[src/rtl/tmc_pkg.sv]
// Shared constants, types and structs of the tile map collision mover.
package tmc_pkg;

  localparam int TILE_SIZE  = 80;
  localparam int MAP_COLS   = 16;
  localparam int MAP_ROWS   = 12;
  localparam int DOT_SIZE   = 20;
  localparam int CELL_COUNT = MAP_COLS * MAP_ROWS;
  localparam int TYPE_COUNT = 12;
  localparam int VEL_LIMIT  = 63;
  localparam int LEVEL_W    = MAP_COLS * TILE_SIZE;
  localparam int LEVEL_H    = MAP_ROWS * TILE_SIZE;

  localparam int POS_W  = 11;
  localparam int POSY_W = 10;
  localparam int VEL_W  = 7;
  localparam int CELL_W = 8;
  localparam int TYPE_W = 4;
  localparam int MAP_MAX = (MAP_COLS > MAP_ROWS) ? MAP_COLS : MAP_ROWS;
  localparam int QW = $clog2(MAP_MAX + 1);

  // Division by the tile size as a multiply by a rounded-up reciprocal.
  localparam int DIV_SHIFT = POS_W + $clog2(TILE_SIZE);
  localparam int DIV_RECIP = ((2 ** DIV_SHIFT) + TILE_SIZE - 1) / TILE_SIZE;
  localparam int PROD_W = POS_W + DIV_SHIFT + 1;

  localparam logic [1:0] KIND_TILE = 2'd0;
  localparam logic [1:0] KIND_KEY  = 2'd1;
  localparam logic [1:0] KIND_TICK = 2'd2;

  localparam logic [1:0] KEY_UP    = 2'd0;
  localparam logic [1:0] KEY_DOWN  = 2'd1;
  localparam logic [1:0] KEY_LEFT  = 2'd2;
  localparam logic [1:0] KEY_RIGHT = 2'd3;

  typedef struct packed {
    logic [4:0]  velocity_step;
    logic [10:0] view_width;
    logic [9:0]  view_height;
    logic [3:0]  wall_first_type;
    logic [3:0]  wall_last_type;
  } tmc_cfg_t;

  typedef struct packed {
    logic [1:0]        kind;
    logic [CELL_W-1:0] tile_index;
    logic [TYPE_W-1:0] tile_type;
    logic [1:0]        key_code;
    logic              key_down;
    logic              key_repeat;
  } tmc_in_t;

  typedef struct packed {
    logic [POS_W-1:0]  dot_x;
    logic [POSY_W-1:0] dot_y;
    logic [POS_W-1:0]  camera_x;
    logic [POSY_W-1:0] camera_y;
    logic              x_blocked;
    logic              y_blocked;
    logic              tile_rejected;
  } tmc_res_t;

endpackage

[src/rtl/tmc_map_ram.sv]
// Simple dual-port tile map memory with a registered read port.
module tmc_map_ram #(
  parameter int DEPTH = 192,
  parameter int AW = 8,
  parameter int DW = 4
) (
  input  logic          clk,
  input  logic          we,
  input  logic [AW-1:0] waddr,
  input  logic [DW-1:0] wdata,
  input  logic [AW-1:0] raddr,
  output logic [DW-1:0] rdata
);

  logic [DW-1:0] mem [DEPTH];

  always_ff @(posedge clk) begin
    if (we) begin
      mem[waddr] <= wdata;
    end
  end

  always_ff @(posedge clk) begin
    rdata <= mem[raddr];
  end

endmodule

[src/rtl/tmc_tile_div.sv]
// Tile coordinate of a pixel coordinate: division by the tile size.
module tmc_tile_div (
  input  logic [tmc_pkg::POS_W-1:0] num,
  output logic [tmc_pkg::QW-1:0]    quo
);
  import tmc_pkg::*;

  logic [PROD_W-1:0] prod;

  always_comb begin
    prod = PROD_W'(num) * PROD_W'(DIV_RECIP);
    quo  = QW'(prod >> DIV_SHIFT);
  end

endmodule

[src/rtl/tmc_mover.sv]
// Sequencer for tile writes, key events and movement ticks around the map memory.
module tmc_mover (
  input  logic              clk,
  input  logic              rst,
  input  tmc_pkg::tmc_cfg_t cfg,
  input  logic              in_valid,
  output logic              in_ready,
  input  tmc_pkg::tmc_in_t  in_item,
  output logic              res_valid,
  input  logic              res_ready,
  output tmc_pkg::tmc_res_t res
);
  import tmc_pkg::*;

  typedef enum logic [3:0] {
    S_IDLE, S_AXIS, S_Q0, S_Q1, S_Q2, S_Q3, S_READ, S_DRAIN, S_APPLY, S_CAM, S_OUT
  } state_t;

  localparam logic signed [12:0] LEVEL_W_S = 13'(LEVEL_W);
  localparam logic signed [12:0] LEVEL_H_S = 13'(LEVEL_H);
  localparam logic signed [12:0] DOT_S     = 13'(DOT_SIZE);

  state_t                state;
  logic [POS_W-1:0]      pos_x;
  logic [POSY_W-1:0]     pos_y;
  logic signed [VEL_W-1:0] vel_x, vel_y;
  logic                  axis_y;
  logic [POS_W-1:0]      cand;
  logic [POS_W-1:0]      fixed_c;
  logic [QW-1:0]         qa0, qa1, qb0, qb1;
  logic                  oob, hit, x_blk, rd_live;
  logic [1:0]            rd_cnt;

  logic signed [12:0]    cand_n;
  logic                  cand_oob;
  logic [POS_W-1:0]      div_num;
  logic [QW-1:0]         div_quo;
  logic [QW-1:0]         row_sel, col_sel;
  logic [CELL_W-1:0]     rd_addr;
  logic [TYPE_W-1:0]     rd_data;
  logic                  is_wall;
  logic                  tile_bad;
  logic                  accept;
  logic signed [7:0]     step_s, vel_x_next, vel_y_next;

  function automatic logic signed [VEL_W-1:0] sat_vel(logic signed [7:0] v);
    logic signed [VEL_W-1:0] r;
    if (v > 8'sd63) begin
      r = 7'sd63;
    end else if (v < -8'sd63) begin
      r = -7'sd63;
    end else begin
      r = VEL_W'(v);
    end
    return r;
  endfunction

  function automatic logic [POS_W-1:0] cam_edge(logic [POS_W-1:0] pos,
                                                logic [POS_W-1:0] view,
                                                logic signed [13:0] level);
    logic signed [13:0] c;
    logic signed [13:0] lv;
    c  = $signed({3'b0, pos}) + 14'(DOT_SIZE / 2) - $signed({4'b0, view[POS_W-1:1]});
    lv = level - $signed({3'b0, view});
    if (c < 0) begin
      c = '0;
    end
    if (c > lv) begin
      c = lv;
    end
    if (c < 0) begin
      c = '0;
    end
    return POS_W'(c);
  endfunction

  assign accept    = in_valid && in_ready;
  assign in_ready  = (state == S_IDLE) && !rst;
  assign res_valid = (state == S_OUT);

  always_comb begin
    if (axis_y) begin
      cand_n   = 13'($signed({1'b0, pos_y})) + 13'(vel_y);
      cand_oob = (cand_n < 0) || ((cand_n + DOT_S) > LEVEL_H_S);
    end else begin
      cand_n   = 13'($signed({1'b0, pos_x})) + 13'(vel_x);
      cand_oob = (cand_n < 0) || ((cand_n + DOT_S) > LEVEL_W_S);
    end
  end

  always_comb begin
    case (state)
      S_Q0:    div_num = cand;
      S_Q1:    div_num = cand + POS_W'(DOT_SIZE - 1);
      S_Q2:    div_num = fixed_c;
      S_Q3:    div_num = fixed_c + POS_W'(DOT_SIZE - 1);
      default: div_num = cand;
    endcase
  end

  tmc_tile_div u_div (
    .num (div_num),
    .quo (div_quo)
  );

  // Up to four cells: top-left, top-right, bottom-left, bottom-right of the mover.
  always_comb begin
    logic [QW-1:0] a_sel, b_sel;
    a_sel = (axis_y ? rd_cnt[1] : rd_cnt[0]) ? qa1 : qa0;
    b_sel = (axis_y ? rd_cnt[0] : rd_cnt[1]) ? qb1 : qb0;
    row_sel = axis_y ? a_sel : b_sel;
    col_sel = axis_y ? b_sel : a_sel;
    rd_addr = CELL_W'(row_sel * MAP_COLS) + CELL_W'(col_sel);
  end

  assign tile_bad = (in_item.tile_type >= TYPE_W'(TYPE_COUNT)) ||
                    (in_item.tile_index >= CELL_W'(CELL_COUNT));

  tmc_map_ram #(
    .DEPTH (CELL_COUNT),
    .AW    (CELL_W),
    .DW    (TYPE_W)
  ) u_map (
    .clk   (clk),
    .we    (accept && (in_item.kind == KIND_TILE) && !tile_bad),
    .waddr (in_item.tile_index),
    .wdata (in_item.tile_type),
    .raddr (rd_addr),
    .rdata (rd_data)
  );

  assign is_wall = (rd_data >= cfg.wall_first_type) && (rd_data <= cfg.wall_last_type);

  always_comb begin
    step_s = in_item.key_down ? $signed({3'b0, cfg.velocity_step})
                              : -$signed({3'b0, cfg.velocity_step});
    vel_x_next = 8'(vel_x);
    vel_y_next = 8'(vel_y);
    case (in_item.key_code)
      KEY_UP:    vel_y_next = 8'(vel_y) - step_s;
      KEY_DOWN:  vel_y_next = 8'(vel_y) + step_s;
      KEY_LEFT:  vel_x_next = 8'(vel_x) - step_s;
      default:   vel_x_next = 8'(vel_x) + step_s;
    endcase
  end

  always_ff @(posedge clk) begin
    if (rst) begin
      state   <= S_IDLE;
      pos_x   <= '0;
      pos_y   <= '0;
      vel_x   <= '0;
      vel_y   <= '0;
      rd_live <= 1'b0;
    end else begin
      rd_live <= (state == S_READ);
      if (rd_live && is_wall) begin
        hit <= 1'b1;
      end
      case (state)
        S_IDLE: begin
          if (accept) begin
            case (in_item.kind)
              KIND_TILE: begin
                res   <= '{dot_x: '0, dot_y: '0, camera_x: '0, camera_y: '0,
                           x_blocked: 1'b0, y_blocked: 1'b0, tile_rejected: tile_bad};
                state <= S_OUT;
              end
              KIND_KEY: begin
                if (!in_item.key_repeat) begin
                  vel_x <= sat_vel(vel_x_next);
                  vel_y <= sat_vel(vel_y_next);
                end
              end
              KIND_TICK: begin
                axis_y <= 1'b0;
                state  <= S_AXIS;
              end
              default: ;
            endcase
          end
        end
        S_AXIS: begin
          cand    <= POS_W'(cand_n);
          fixed_c <= axis_y ? pos_x : POS_W'(pos_y);
          oob     <= cand_oob;
          hit     <= 1'b0;
          rd_cnt  <= '0;
          state   <= cand_oob ? S_APPLY : S_Q0;
        end
        S_Q0: begin
          qa0   <= div_quo;
          state <= S_Q1;
        end
        S_Q1: begin
          qa1   <= div_quo;
          state <= S_Q2;
        end
        S_Q2: begin
          qb0   <= div_quo;
          state <= S_Q3;
        end
        S_Q3: begin
          qb1   <= div_quo;
          state <= S_READ;
        end
        S_READ: begin
          rd_cnt <= rd_cnt + 2'd1;
          if (rd_cnt == 2'd3) begin
            state <= S_DRAIN;
          end
        end
        S_DRAIN: begin
          state <= S_APPLY;
        end
        S_APPLY: begin
          if (!axis_y) begin
            if (!(oob || hit)) begin
              pos_x <= cand;
            end
            x_blk  <= oob || hit;
            axis_y <= 1'b1;
            state  <= S_AXIS;
          end else begin
            if (!(oob || hit)) begin
              pos_y <= POSY_W'(cand);
            end
            res.y_blocked <= oob || hit;
            state         <= S_CAM;
          end
        end
        S_CAM: begin
          res.dot_x         <= pos_x;
          res.dot_y         <= pos_y;
          res.camera_x      <= cam_edge(pos_x, cfg.view_width, 14'(LEVEL_W));
          res.camera_y      <= POSY_W'(cam_edge(POS_W'(pos_y), POS_W'(cfg.view_height),
                                                14'(LEVEL_H)));
          res.x_blocked     <= x_blk;
          res.tile_rejected <= 1'b0;
          state             <= S_OUT;
        end
        S_OUT: begin
          if (res_ready) begin
            state <= S_IDLE;
          end
        end
        default: state <= S_IDLE;
      endcase
    end
  end

endmodule

[src/rtl/tile_map_collision_mover.sv]
// Top level: stream ports, configuration registers and output word register.
// A tile write's word is registered in the mover and then in the output word register; a key
// event gives no word and leaves the mover ready for the next item. A tick runs per axis: setup,
// 4 reciprocal multiplies, 4 map reads, drain, apply (only setup and apply when the move leaves
// the level), then camera and output. The next item is taken once the word is handed on; sink stalls hold it.
// Reset loads the register defaults and zeroes position and velocity; the map is not cleared.
module tile_map_collision_mover (
  input  logic        clk,
  input  logic        rst,
  input  logic        s_tvalid,
  output logic        s_tready,
  input  logic [15:0] s_tdata,  // tile_index[7:0], tile_type[11:8], key_code[13:12],
                                // key_down[14], key_repeat[15]
  input  logic [1:0]  s_tuser,  // kind[1:0]
  output logic        m_tvalid,
  input  logic        m_tready,
  output logic [47:0] m_tdata,  // dot_x[10:0], dot_y[20:11], camera_x[31:21],
                                // camera_y[41:32], x_blocked[42], y_blocked[43],
                                // tile_rejected[44], zero[47:45]
  input  logic        psel,
  input  logic        penable,
  input  logic        pwrite,
  input  logic [4:0]  paddr,
  input  logic [31:0] pwdata,
  output logic [31:0] prdata,
  output logic        pready
);
  import tmc_pkg::*;

  localparam logic [2:0] REG_VSTEP  = 3'd0;
  localparam logic [2:0] REG_VIEW_W = 3'd1;
  localparam logic [2:0] REG_VIEW_H = 3'd2;
  localparam logic [2:0] REG_WALL_F = 3'd3;
  localparam logic [2:0] REG_WALL_L = 3'd4;

  tmc_cfg_t cfg;
  tmc_in_t  in_item;
  tmc_res_t res;
  tmc_res_t out_word;
  logic     res_valid, res_ready;
  logic     cfg_wr;

  assign pready = 1'b1;
  assign cfg_wr = psel && penable && pwrite && pready;

  always_ff @(posedge clk) begin
    if (rst) begin
      cfg.velocity_step   <= 5'd10;
      cfg.view_width      <= 11'd800;
      cfg.view_height     <= 10'd600;
      cfg.wall_first_type <= 4'd3;
      cfg.wall_last_type  <= 4'd11;
    end else if (cfg_wr) begin
      case (paddr[4:2])
        REG_VSTEP:  cfg.velocity_step   <= pwdata[4:0];
        REG_VIEW_W: cfg.view_width      <= pwdata[10:0];
        REG_VIEW_H: cfg.view_height     <= pwdata[9:0];
        REG_WALL_F: cfg.wall_first_type <= pwdata[3:0];
        REG_WALL_L: cfg.wall_last_type  <= pwdata[3:0];
        default: ;
      endcase
    end
  end

  always_comb begin
    case (paddr[4:2])
      REG_VSTEP:  prdata = 32'(cfg.velocity_step);
      REG_VIEW_W: prdata = 32'(cfg.view_width);
      REG_VIEW_H: prdata = 32'(cfg.view_height);
      REG_WALL_F: prdata = 32'(cfg.wall_first_type);
      REG_WALL_L: prdata = 32'(cfg.wall_last_type);
      default:    prdata = '0;
    endcase
  end

  always_comb begin
    in_item.kind       = s_tuser;
    in_item.tile_index = s_tdata[7:0];
    in_item.tile_type  = s_tdata[11:8];
    in_item.key_code   = s_tdata[13:12];
    in_item.key_down   = s_tdata[14];
    in_item.key_repeat = s_tdata[15];
  end

  tmc_mover u_mover (
    .clk       (clk),
    .rst       (rst),
    .cfg       (cfg),
    .in_valid  (s_tvalid),
    .in_ready  (s_tready),
    .in_item   (in_item),
    .res_valid (res_valid),
    .res_ready (res_ready),
    .res       (res)
  );

  assign res_ready = !m_tvalid || m_tready;

  always_ff @(posedge clk) begin
    if (rst) begin
      m_tvalid <= 1'b0;
    end else if (res_ready) begin
      m_tvalid <= res_valid;
    end
  end

  always_ff @(posedge clk) begin
    if (res_ready && res_valid) begin
      out_word <= res;
    end
  end

  assign m_tdata = {3'b0, out_word.tile_rejected, out_word.y_blocked, out_word.x_blocked,
                    out_word.camera_y, out_word.camera_x, out_word.dot_y, out_word.dot_x};

endmodule
[config.mk]
export PLATFORM = sky130hd
export DESIGN_NAME = tile_map_collision_mover
export DESIGN_NICKNAME = d
export VERILOG_FILES = /design/src/rtl/tmc_pkg.sv /design/src/rtl/tmc_map_ram.sv /design/src/rtl/tmc_tile_div.sv /design/src/rtl/tmc_mover.sv /design/src/rtl/tile_map_collision_mover.sv
export SDC_FILE = /design/constraint.sdc
export NUM_CORES = 2
export LEC_CHECK = 0
export ABC_AREA = 1
export BUFFER_PORTS_ARGS = -buffer_cell sky130_fd_sc_hd__buf_2
export CAP_MARGIN = 20
export CELL_PAD_IN_SITES_DETAIL_PLACEMENT = 0
export CELL_PAD_IN_SITES_GLOBAL_PLACEMENT = 1
export CORE_MARGIN = 1.5
export CORE_UTILIZATION = 54
export CTS_CLUSTER_SIZE = 40
export DETAILED_ROUTE_END_ITERATION = 7
export GPL_ROUTABILITY_DRIVEN = 1
export PLACE_DENSITY = 0.95
export SYNTH_ARGS = -nofsm -noshare
export SYNTH_HDL_FRONTEND = slang
export SYNTH_HIERARCHICAL = 1
export SYNTH_SLANG_ARGS = --single-unit
export TNS_END_PERCENT = 30
[constraint.sdc]
create_clock -name clk -period 7.9 [get_ports clk]
set_clock_uncertainty 0.1 [all_clocks]
set_input_delay 0.395 -clock clk [delete_from_list [all_inputs] [get_ports clk]]
set_output_delay 0.395 -clock clk [all_outputs]
set_load 0.005 [all_outputs]
==> results_dict.tcl <==
set metrics [dict create \
    max_slew_margin_pct 26.5 \
    status "completed" \
    cts.reportedPaths.clkPinSlew_ps 60 \
    clockRootBuffer "clkbuf_16" \
    synth-warning-count 6 \
    worst-path-max-fanout 24 \
    whs_path_depth 5 \
    r2r_cells 31 \
    timing.critical_path.from_type "flop" \
    tritoncts "yes" \
    synth_sequential_area_ratio_pct 58.9 \
    cts_buffer_depth 3 \
    worst_path_most_repeated_cell "nand2_1" \
    synth_flop_cell "edfxtp_1" \
    route.vias.total 35100 \
    register_to_register_setup_slack_ps 1540 \
    regToRegEndpoint "u_mover/qa1[0]" \
    critPathCaptureType "flop" \
    crit_type "reg2reg" \
    detail_route.iter0.violations 3494 \
    setup_viol 0 \
    cp_buf_inv_count 5 \
    drt.antenna.violating_nets 0 \
    max_freq_mhz 157 \
    std_cell_rows 110 \
    ys_async_sr_fraction_pct 0 \
    grt_use_total_pct 25.2 \
    cell_taking_the_most_area_after_synthesis "edfxtp_1" \
    power_mw 11.5 \
    final_worst_path_period_share_pct 80.5 \
    hpwlAfterDp_um 74100 \
    cts.repair_timing.setup_buffer_count 0 \
    largest_cells_by_area_after_synthesis "edfxtp_1, nand2_1, nand3_1" \
    yosys_register_bits 985 \
    max-cap-violations 0 \
    routed_wire_length_per_instance_um 18.9 \
    viasPerCell 5.63 \
    clock_tree.htree_level_count 3 \
    hold_violations 0 \
    dp_cells 6022 \
    antenna_found_initial 4 \
    cts_buffers 99 \
    worstSkewPairLatency_ps 690 \
    layout.filler_cells 7334 \
    start_util_pct 54.4 \
    overflow 0 \
    floorplan.die.width_um 304 \
    drive_above_1_share_pct 8.01 \
    hold_path_end "cfg[6]" \
    postLayoutCoreUtil_pct 59.3 \
    post_cts_resize_count 0 \
    worst_min_delay_path_class "in2reg" \
    die_h_um 304 \
    rsz0062_at_grt "no" \
    drt_pass1_iterations 6 \
    power.density_mw_per_mm2 215 \
    first_global_vias 33400 \
    cts.hold.buffers_added 13 \
    area_fraction_of_the_dominant_cell_type_after_synthesis_pct 55.6 \
    layout.cells.non_filler 6222 \
    number_of_instances_in_the_synthesized_netlist 4947 \
    global_route_wire_length_before_repair_um 183000 \
    crit_family "adder cells" \
    postSynthAreaPerCell_um2 9.88 \
    grt_max_degree 206 \
    timing.critical_path.arrival_ps 6720 \
    flow.area_growth_from_synthesis_pct 8.93 \
    worstPathRequired_ps 8260 \
    finalNetCount 5244 \
    port_buffers 96 \
    worst_pin_slew_ps 1100 \
    drt_drc_violations_left 0 \
    peakVddDrop_v 0.000206 \
    synth_cell_types 67 \
    finalMaxSlewViolations 0 \
    io-pin-count 145 \
    synth-edff-count 906 \
    synthesis.area_mm2 0.0489 \
    final_critical_period_ps 6360 \
    source_of_the_worst_register_to_register_timing_path "u_mover/state[2]" \
    routed_wl_um 118000 \
    die_outline_area_mm2 0.0924 \
    p_leak_nw 20.8 \
    worst_hold_startpoint "pwdata[2]" \
    design.core.area_mm2 0.0899 \
    crit_path_top_delay_cell "fa_1" \
    worst_path_largest_cell_delay_ps 520 \
    gp_congestion 0.885 \
    setup_total_negative_slack_ps 0 \
    clock-sinks 985 \
]
-- cell usage in the layout, fill, tap and decap left out, types with 11 or more instances in the layout --
master and count:
inv_1 385, nand3_1 754, a21oi_1 189, buf_2 92, o21ai_0 124, conb_1 25
or2_2 11, edfxtp_1 906, nand2_1 1322, nand3_2 14, clkbuf_1 17, clkinv_1 24
fa_1 37, dlygate4sd3_1 13, dfxtp_1 79, xor2_1 27, clkbuf_16 100, nand4_1 25
o21ai_1 13, nor2_4 11, inv_2 19, nor3_1 16, nor2_2 14, clkinv_2 20
buf_4 21, nor2_1 397, o31ai_1 25, ha_1 182, nand2_2 24, o211ai_1 14
-- metal layers --
metal / wire length, um / share of wire, % / up-vias / GRT usage [%]
li1: - / - / 16800 / -
met4: 4750 / 4.0 / 2 / 10.5
met3: 8390 / 7.1 / 250 / 3.19
met2: 56800 / 48 / 1357 / 42.4
met5: 13 / 0.011 / - / 0
met1: 47600 / 41 / 16600 / 33.1
-- final cells by class --
cell class	count	area (um2)	share of cell area (%)
Clock buffer	117	2570	4.82
Antenna cell	4	10.0	0.0188
Inverter	411	1570	2.94
Multi-Input combinational cell	3330	17300	32.5
Timing Repair Buffer	136	912	1.71
Sequential cell	985	28800	54.1
Tap cell	1176	1470	2.76
Clock inverter	63	634	1.19
-- per-stage QoR --
stage               setup slack [ps]  area, um2  hold slack, ps
CTS                             1580      53200            20.5
global placement                1590      49900             301
finish                          1540      53300            70.7
global route                     955      53300            80.1
detailed placement              1600      49900             305
floorplan                       2530      49000             300
-- how the worst max path moves through the flow --
stage / cells after the start / start / end / slack [ps]
CTS: 30 / u_mover/state[2] / u_mover/qa0[1] / 1580
finish: 31 / u_mover/state[2] / u_mover/qa1[0] / 1540
global route: 31 / u_mover/state[2] / u_mover/qa1[0] / 960
global placement: 30 / u_mover/state[2] / u_mover/qb0[1] / 1590
floorplan: 30 / u_mover/state[0] / u_mover/qa0[1] / 2530
detailed placement: 30 / u_mover/state[2] / u_mover/qb0[1] / 1600
-- cells by family (layout without fill, tap and decap cells) --
kind of cell | after synthesis | count (layout) | share of synthesized area [%]
other | 2 | 29 | 0.0154
DFF | 985 | 985 | 58.9
buffers and inverters | 655 | 727 | 6.06
and+or+nand+nor | 2626 | 2626 | 23.2
xor gates and xnor gates | 35 | 35 | 0.665
adders and majority gates | 219 | 219 | 6.17
AOI/OAI and AO/OA | 416 | 416 | 4.77
muxes | 9 | 9 | 0.192
-- synthesized netlist by cell type, types with 3 or more instances --
| library cell | count |
|---|---|
| o211ai_1 | 14 |
| xor2_1 | 27 |
| nand2_4 | 4 |
| mux2_2 | 3 |
| o31ai_1 | 25 |
| ha_1 | 182 |
| nor3_1 | 17 |
| clkbuf_1 | 61 |
| fa_1 | 37 |
| o21bai_1 | 6 |
| nor2_4 | 11 |
| a31oi_1 | 6 |
| edfxtp_1 | 906 |
| nand3_1 | 754 |
| nand2_2 | 24 |
| o21ai_1 | 13 |
| buf_6 | 19 |
| a21oi_1 | 191 |
| nor3_2 | 4 |
| o21a_1 | 3 |
| mux2i_1 | 6 |
| or2_1 | 3 |
| inv_1 | 386 |
| dfxtp_1 | 79 |
| nand2_1 | 1322 |
| nor4_1 | 7 |
| inv_2 | 20 |
| buf_4 | 55 |
| or2_2 | 11 |
| a21o_1 | 3 |
| o21ai_0 | 128 |
| nand4_1 | 25 |
| o221ai_1 | 5 |
| xnor2_1 | 7 |
| nor2_1 | 398 |
| buf_1 | 8 |
| a21oi_2 | 8 |
| o21ai_2 | 5 |
| buf_2 | 98 |
| nand3_2 | 14 |
| nor2_2 | 13 |
| nand3b_1 | 7 |
-- registers in the layout, summed over array words and instances, names as in the netlist, 10 cells and up --
signal / cells
u_mover/u_map/mem: 768
m_tdata: 45
u_mover/res: 45
cfg: 34
u_mover/cand: 11
u_mover/fixed_c: 11
u_mover/pos_x: 11
u_mover/pos_y: 10
-- worst min-delay path: cells and delay by family --
| kind | cells | cell delay (ps) |
|---|---|---|
| simple gates | 3 | 210 |
| buf+inv | 2 | 200 |
-- power breakdown --
group          internal (mW)  total [mW]  switching, mW
clock                   2.60        4.58           1.98
combinational          0.337        1.13          0.792
sequential              5.73        5.75         0.0213
Power figures use the tool's default switching activity.
